File: src/hw/rtl/cadf_pkg.sv
`timescale 1ns / 1ps
package cadf_pkg;

    localparam int D_W = 32;
    localparam int W_W = 17;

    localparam logic [63:0] PI_Q30  = 64'd3373259426;
    localparam logic [63:0] ONE_Q30 = 64'd1073741824;

    // Configuration register indexes
    localparam logic CFG_FILTER_WIDTH   = 1'b0;
    localparam logic CFG_ACTIVE_COLUMNS = 1'b1;

    // Result status codes
    localparam logic [1:0] ST_OK      = 2'd0;
    localparam logic [1:0] ST_EMPTY   = 2'd1;
    localparam logic [1:0] ST_DROPPED = 2'd2;

    // Store read address selects
    localparam logic [1:0] RD_FETCH  = 2'd0;
    localparam logic [1:0] RD_WSTART = 2'd1;
    localparam logic [1:0] RD_WSTOP  = 2'd2;
    localparam logic [1:0] RD_ITER   = 2'd3;

    typedef struct packed {
        logic       load;
        logic       emit_bad;
        logic       cap_own;
        logic [1:0] rd_sel;
        logic       ws_inc;
        logic       wstop_inc;
        logic       it_init;
        logic       it_inc;
        logic       ad_cap;
        logic       kdiv_init;
        logic       kdiv_step;
        logic       mac1;
        logic       mac2;
        logic       div_start;
        logic       div_col;
        logic       div_cap;
        logic       fin;
    } t_cmd;

    typedef struct packed {
        logic aw_zero;
        logic ws_lt_pc;
        logic wstop_lt_pc;
        logic start_adv;
        logic stop_adv;
        logic it_lt_stop;
        logic k_ok;
        logic kdiv_last;
        logic den_zero;
        logic two_col;
        logic fetch_bad;
        logic div_done;
    } t_sts;

    // Arch weight for a Q30 angle; evaluated at elaboration only
    function automatic logic [W_W-1:0] cos_weight(input logic [63:0] y,
                                                  input logic first_half);
        logic [63:0] y2;
        logic [63:0] t;
        logic [63:0] p;
        logic [63:0] q;
        logic [63:0] s;
        y2 = (y * y + (ONE_Q30 >> 1)) >> 30;
        t  = ONE_Q30;
        for (int n = 0; n < 6; n++) begin
            p = (y2 * t) >> 30;
            case (n)
                0:       q = p / 64'd132;
                1:       q = p / 64'd90;
                2:       q = p / 64'd56;
                3:       q = p / 64'd30;
                4:       q = p / 64'd12;
                default: q = p / 64'd2;
            endcase
            t = (q >= ONE_Q30) ? 64'd0 : ONE_Q30 - q;
        end
        s = first_half ? (ONE_Q30 + t + 64'd16384) : (ONE_Q30 - t + 64'd16384);
        return s[15+W_W-1:15];
    endfunction

endpackage

File: src/hw/rtl/cadf_ctrl.sv
`timescale 1ns / 1ps
module cadf_ctrl (
    input  logic           i_clk,
    input  logic           i_rst_n,
    input  logic           start,
    input  logic           i_mode,
    output logic           busy,
    output logic           o_strobe,
    output cadf_pkg::t_cmd o_cmd,
    input  cadf_pkg::t_sts i_sts
);
    import cadf_pkg::*;

    localparam logic [4:0] S_IDLE   = 5'd0;
    localparam logic [4:0] S_OWN    = 5'd1;
    localparam logic [4:0] S_ST_RD  = 5'd2;
    localparam logic [4:0] S_ST_CK  = 5'd3;
    localparam logic [4:0] S_SP_RD  = 5'd4;
    localparam logic [4:0] S_SP_CK  = 5'd5;
    localparam logic [4:0] S_PT_RD  = 5'd6;
    localparam logic [4:0] S_PT_CK  = 5'd7;
    localparam logic [4:0] S_PT_MUL = 5'd8;
    localparam logic [4:0] S_KDIV   = 5'd9;
    localparam logic [4:0] S_WRD    = 5'd10;
    localparam logic [4:0] S_MAC1   = 5'd11;
    localparam logic [4:0] S_MAC2   = 5'd12;
    localparam logic [4:0] S_DIV_A  = 5'd13;
    localparam logic [4:0] S_WAIT_A = 5'd14;
    localparam logic [4:0] S_DIV_B  = 5'd15;
    localparam logic [4:0] S_WAIT_B = 5'd16;
    localparam logic [4:0] S_FIN    = 5'd17;

    logic [4:0] r_state, n_state;
    logic       r_strobe, n_strobe;
    t_cmd       w_cmd;

    // Next state and commands
    always_comb begin
        n_state      = r_state;
        w_cmd        = '0;
        w_cmd.rd_sel = RD_FETCH;
        unique case (r_state)
            S_IDLE: begin
                if (start) begin
                    if (!i_mode) begin
                        w_cmd.load = 1'b1;
                    end else if (i_sts.fetch_bad) begin
                        w_cmd.emit_bad = 1'b1;
                    end else begin
                        n_state = S_OWN;
                    end
                end
            end
            S_OWN: begin
                w_cmd.cap_own = 1'b1;
                n_state = i_sts.aw_zero ? S_FIN : S_ST_RD;
            end
            S_ST_RD: begin
                w_cmd.rd_sel = RD_WSTART;
                n_state = i_sts.ws_lt_pc ? S_ST_CK : S_SP_RD;
            end
            S_ST_CK: begin
                if (i_sts.start_adv) begin
                    w_cmd.ws_inc = 1'b1;
                    n_state = S_ST_RD;
                end else begin
                    n_state = S_SP_RD;
                end
            end
            S_SP_RD: begin
                w_cmd.rd_sel = RD_WSTOP;
                if (i_sts.wstop_lt_pc) begin
                    n_state = S_SP_CK;
                end else begin
                    w_cmd.it_init = 1'b1;
                    n_state = S_PT_RD;
                end
            end
            S_SP_CK: begin
                if (i_sts.stop_adv) begin
                    w_cmd.wstop_inc = 1'b1;
                    n_state = S_SP_RD;
                end else begin
                    w_cmd.it_init = 1'b1;
                    n_state = S_PT_RD;
                end
            end
            S_PT_RD: begin
                w_cmd.rd_sel = RD_ITER;
                n_state = i_sts.it_lt_stop ? S_PT_CK : S_DIV_A;
            end
            S_PT_CK: begin
                w_cmd.ad_cap = 1'b1;
                n_state = S_PT_MUL;
            end
            S_PT_MUL: begin
                if (i_sts.k_ok) begin
                    w_cmd.kdiv_init = 1'b1;
                    n_state = S_KDIV;
                end else begin
                    w_cmd.it_inc = 1'b1;
                    n_state = S_PT_RD;
                end
            end
            S_KDIV: begin
                w_cmd.kdiv_step = 1'b1;
                if (i_sts.kdiv_last) n_state = S_WRD;
            end
            S_WRD: begin
                n_state = S_MAC1;
            end
            S_MAC1: begin
                w_cmd.mac1 = 1'b1;
                n_state = S_MAC2;
            end
            S_MAC2: begin
                w_cmd.mac2   = 1'b1;
                w_cmd.it_inc = 1'b1;
                n_state = S_PT_RD;
            end
            S_DIV_A: begin
                if (i_sts.den_zero) begin
                    n_state = S_FIN;
                end else begin
                    w_cmd.div_start = 1'b1;
                    n_state = S_WAIT_A;
                end
            end
            S_WAIT_A: begin
                if (i_sts.div_done) begin
                    w_cmd.div_cap = 1'b1;
                    n_state = i_sts.two_col ? S_DIV_B : S_FIN;
                end
            end
            S_DIV_B: begin
                w_cmd.div_start = 1'b1;
                w_cmd.div_col   = 1'b1;
                n_state = S_WAIT_B;
            end
            S_WAIT_B: begin
                if (i_sts.div_done) begin
                    w_cmd.div_cap = 1'b1;
                    n_state = S_FIN;
                end
            end
            S_FIN: begin
                w_cmd.fin = 1'b1;
                n_state = S_IDLE;
            end
            default: begin
                n_state = S_IDLE;
            end
        endcase
        n_strobe = w_cmd.emit_bad | w_cmd.fin;
    end

    // Hold state and the result strobe
    always_ff @(posedge i_clk) begin
        if (!i_rst_n) begin
            r_state  <= S_IDLE;
            r_strobe <= 1'b0;
        end else begin
            r_state  <= n_state;
            r_strobe <= n_strobe;
        end
    end

    assign busy     = r_state != S_IDLE;
    assign o_strobe = r_strobe;
    assign o_cmd    = w_cmd;
endmodule

File: config.mk
export PLATFORM = sky130hd
export DESIGN_NAME = cadf_ctrl
export DESIGN_NICKNAME = d
export VERILOG_FILES = /design/src/hw/rtl/cadf_pkg.sv /design/src/hw/rtl/cadf_ctrl.sv
export SDC_FILE = /design/constraint.sdc
export NUM_CORES = 1
export LEC_CHECK = 0
export BUFFER_PORTS_ARGS = -buffer_cell sky130_fd_sc_hd__buf_2
export CAP_MARGIN = 40
export CELL_PAD_IN_SITES_DETAIL_PLACEMENT = 1
export CELL_PAD_IN_SITES_GLOBAL_PLACEMENT = 1
export CORE_MARGIN = 5
export CORE_UTILIZATION = 28
export CTS_BUF_LIST = sky130_fd_sc_hd__clkbuf_16
export CTS_CLUSTER_DIAMETER = 120
export DETAILED_ROUTE_END_ITERATION = 16
export GPL_TIMING_DRIVEN = 0
export PLACE_DENSITY_LB_ADDON = 0.3
export SLEW_MARGIN = 20
export SYNTH_ARGS = -nofsm -noshare
export SYNTH_HDL_FRONTEND = slang
export SYNTH_SLANG_ARGS = --single-unit
export TNS_END_PERCENT = 1
File: constraint.sdc
create_clock -name i_clk -period 1.65 [get_ports i_clk]
set_input_delay 0.0825 -clock i_clk [delete_from_list [all_inputs] [get_ports i_clk]]
set_output_delay 0.0825 -clock i_clk [all_outputs]
set_load 0.02 [all_outputs]
==> results.sh <==
export IMPL_cts_sinks=6
export IMPL_vdd_drop_max_v=0.000668
export IMPL_outcome="complete, but fails checks"
export IMPL_via_per_inst=5.74
export IMPL_drc=0
export IMPL_place_gp_congestion=0.851
export IMPL_synth_fa_ha_area_share_pct=0
export IMPL_synth_seq_cells=6
export IMPL_max_freq_mhz=567
export IMPL_worstMarginPinSlew_ns=0.419
export IMPL_wirelength_um=3620
export IMPL_required_ns=1.76
export IMPL_drive_above_1_share_pct=44.3
export IMPL_r2r_end="r_state[2]"
export IMPL_grt_overflow_total=0
export IMPL_dr_total_vias=1136
export IMPL_postRouteAntennaNets=0
export IMPL_die_w_um=64.0
export IMPL_clock_latency_ns=0.23
export IMPL_drt_pass1_iter_count=4
export IMPL_fp_row_count=19
export IMPL_clkTransAtPathRegs_ns=0.03
export IMPL_synth_cells=129
export IMPL_crit_path_start="r_state[2]"
export IMPL_layout_commonest_cell="buf_2"
export IMPL_filler_cell_count=374
export IMPL_track_usage_pct=17.4
export IMPL_power_density_nw_per_um2=635
export IMPL_met3WireLength_um=187
export IMPL_synth_xor_area_share_pct=0
export IMPL_wl_per_cell_um=18.3
export IMPL_grt_pass1_vias=1153
export IMPL_regToRegStartpoint="r_state[2]"
export IMPL_reg2reg_slack_ns=-0.11
export IMPL_highest_layer="met4"
export IMPL_die_area_um2=4100
export IMPL_hp_start="i_rst_n"
export IMPL_power_mw=0.790
export IMPL_fin_skew_ns=0.000174
export IMPL_fin_cells=198
export IMPL_io_buffer_count=35
export IMPL_synth_top_family_by_area="simple AND/OR/NAND/NOR gates"
export IMPL_grt_pass1_wl_um=5700
export IMPL_finalHoldViolations=0
export IMPL_cp_start_kind="flip-flop"
export IMPL_cts_tree="built"
export IMPL_crit_type="flip-flop to flip-flop"
export IMPL_final_max_slew_viol_count=0
export IMPL_fin_ws_ns=-0.113
export IMPL_die_h_um=64.0
export IMPL_netlist_area_um2=817
export IMPL_grt_max_degree=11
export IMPL_syn_avg_cell_area_um2=6.33
export IMPL_cts_buffers_inserted=3
export IMPL_yosys_area_share_simple_pct=44.4
export IMPL_yosysUniqueCellTypes=40
export IMPL_crit_fanout=4
export IMPL_cap_viol_max_count=0
export IMPL_dr_wl_met2_um=1810
export IMPL_hold_ws_ns=0.110
export IMPL_setup_tns_ns=-0.598
export IMPL_core_area_um2=2780
export IMPL_met1_length_um=1550
export IMPL_synth_compound_area_share_pct=30.3
export IMPL_yosysWarnings=0
export IMPL_fin_crit_ns=1.76
export IMPL_cts_root_buf="clkbuf_16"
export IMPL_fin_crit_sh_pct=107
export IMPL_endpoint="r_state[2]"
export IMPL_clock_path_buffers=2
export IMPL_initial_core_util_pct=29.4
export IMPL_ys_dominant_reg_cell="dfxtp_1"
export IMPL_r2r_cells=6
export IMPL_dp_hpwl_um=2640
export IMPL_antenna_found_initial=0
export IMPL_syn_nets=145
export IMPL_leakagePower_nw=0.539
export IMPL_synth_edf_count=0
export IMPL_crit_chain="buf_6 > or4b_4 > a211o_1 > nand4b_4 > o21bai_2 > a21oi_2"
export IMPL_place_ws_ns=-0.333
export IMPL_drt_iter0_markers=40
export IMPL_synth_mux_area_share_pct=0
export IMPL_area_growth_pct=52.4
export IMPL_rsz0062_at_grt="true"
export IMPL_crit_path_end_kind="flip-flop"
export IMPL_placed_cells=195
export IMPL_synthArstFlopShare_pct=0
export IMPL_seq_area_frac_synth_pct=14.7
export IMPL_critPathArrivalTime_ns=1.87
export IMPL_num_io_pins=36
export IMPL_setup_violations=8
export IMPL_slowest_stage="or4b_4"
export IMPL_antenna_cells=0
export IMPL_layout_common_cells="buf_2, nor2_1, nand2_1"
export IMPL_slew_headroom_pct=72.1
export IMPL_nNetsFinal=185
export IMPL_critPathMaxStageDelay_ns=0.52
export IMPL_violations="setup timing"
export IMPL_htree_levels=1
export IMPL_hold_path_class="primary input to flip-flop"
-- per-stage QoR --
step	cell area (um2)	utilization, %
CTS	1180	42.6
global route	1240	44.8
detailed placement	1040	37.2
floorplan	822	-
global placement	1040	37.2
finish	1240	44.8
-- cell type report --
class	instances	area (um2)	area share, %
Multi-Input combinational cell	103	704	56.6
Sequential cell	6	124	9.95
Tap cell	31	38.8	3.12
Clock buffer	3	75.1	6.03
Timing Repair Buffer	38	211	17.0
Buffer	9	61.3	4.92
Inverter	8	30.0	2.41
-- Yosys cell counts, drive strengths merged (3+ instances only) --
master	instances	area, um2
dfxtp	6	120
a21oi	9	45.0
nor2b	4	25.0
buf	5	30.0
o21a	3	22.5
o21ai	7	35.0
nand2	13	48.8
nand2b	5	31.3
clkbuf	7	26.3
inv	8	30.0
nand3b	4	30.0
nor3	7	35.0
a211o	3	26.3
nor2	18	67.6
-- kinds of logic after synthesis --
family	after synthesis
and+or+nand+nor	67
AOI/OAI and AO/OA	36
buffers and inverters	20
DFF	6
-- worst min-delay path by stage --
| stage | end | cells after the start |
|---|---|---|
| floorplan | r_state[0] | 1 |
| global placement | o_strobe | 2 |
| detailed placement | r_state[0] | 2 |
| CTS | r_state[0] | 2 |
| global route | r_state[4] | 2 |
| finish | r_state[0] | 2 |
-- critical path: cells and delay by family (launching register included) --
family / cells / cell delay [ns]
simple gates: 2 / 0.66
compound gates: 3 / 0.55
flops: 1 / 0.32
buf+inv: 1 / 0.12
-- sequential cells by signal, indices dropped and copies added (netlist names) --
signal    count
o_strobe      1
r_state       5
-- power by group --
part | internal [mW] | leakage, nW | switching [mW]
registers | 0.152 | 0.0501 | 0.00829
logic | 0.0903 | 0.452 | 0.152
clock network | 0.311 | 0.0370 | 0.0776
-- metal layers --
layer | global-route usage (%) | up-vias
met5 | 0 | -
met1 | 21.0 | 548
met4 | 8.57 | 0
met3 | 3.68 | 7
li1 | - | 545
met2 | 29.0 | 36
-- timing repair --
| item | in CTS | in global routing |
|---|---|---|
| hold buffers | 0 | 0 |
| endpoints found under the hold margin | 0 | 0 |
| cloned | 0 | 0 |
| endpoints found under the setup margin | 19 | 18 |
| pin swaps | 4 | 4 |
| setup buffers | 3 | 0 |
| gates resized for setup | 22 | 18 |
(Power assumes the default switching activity.)
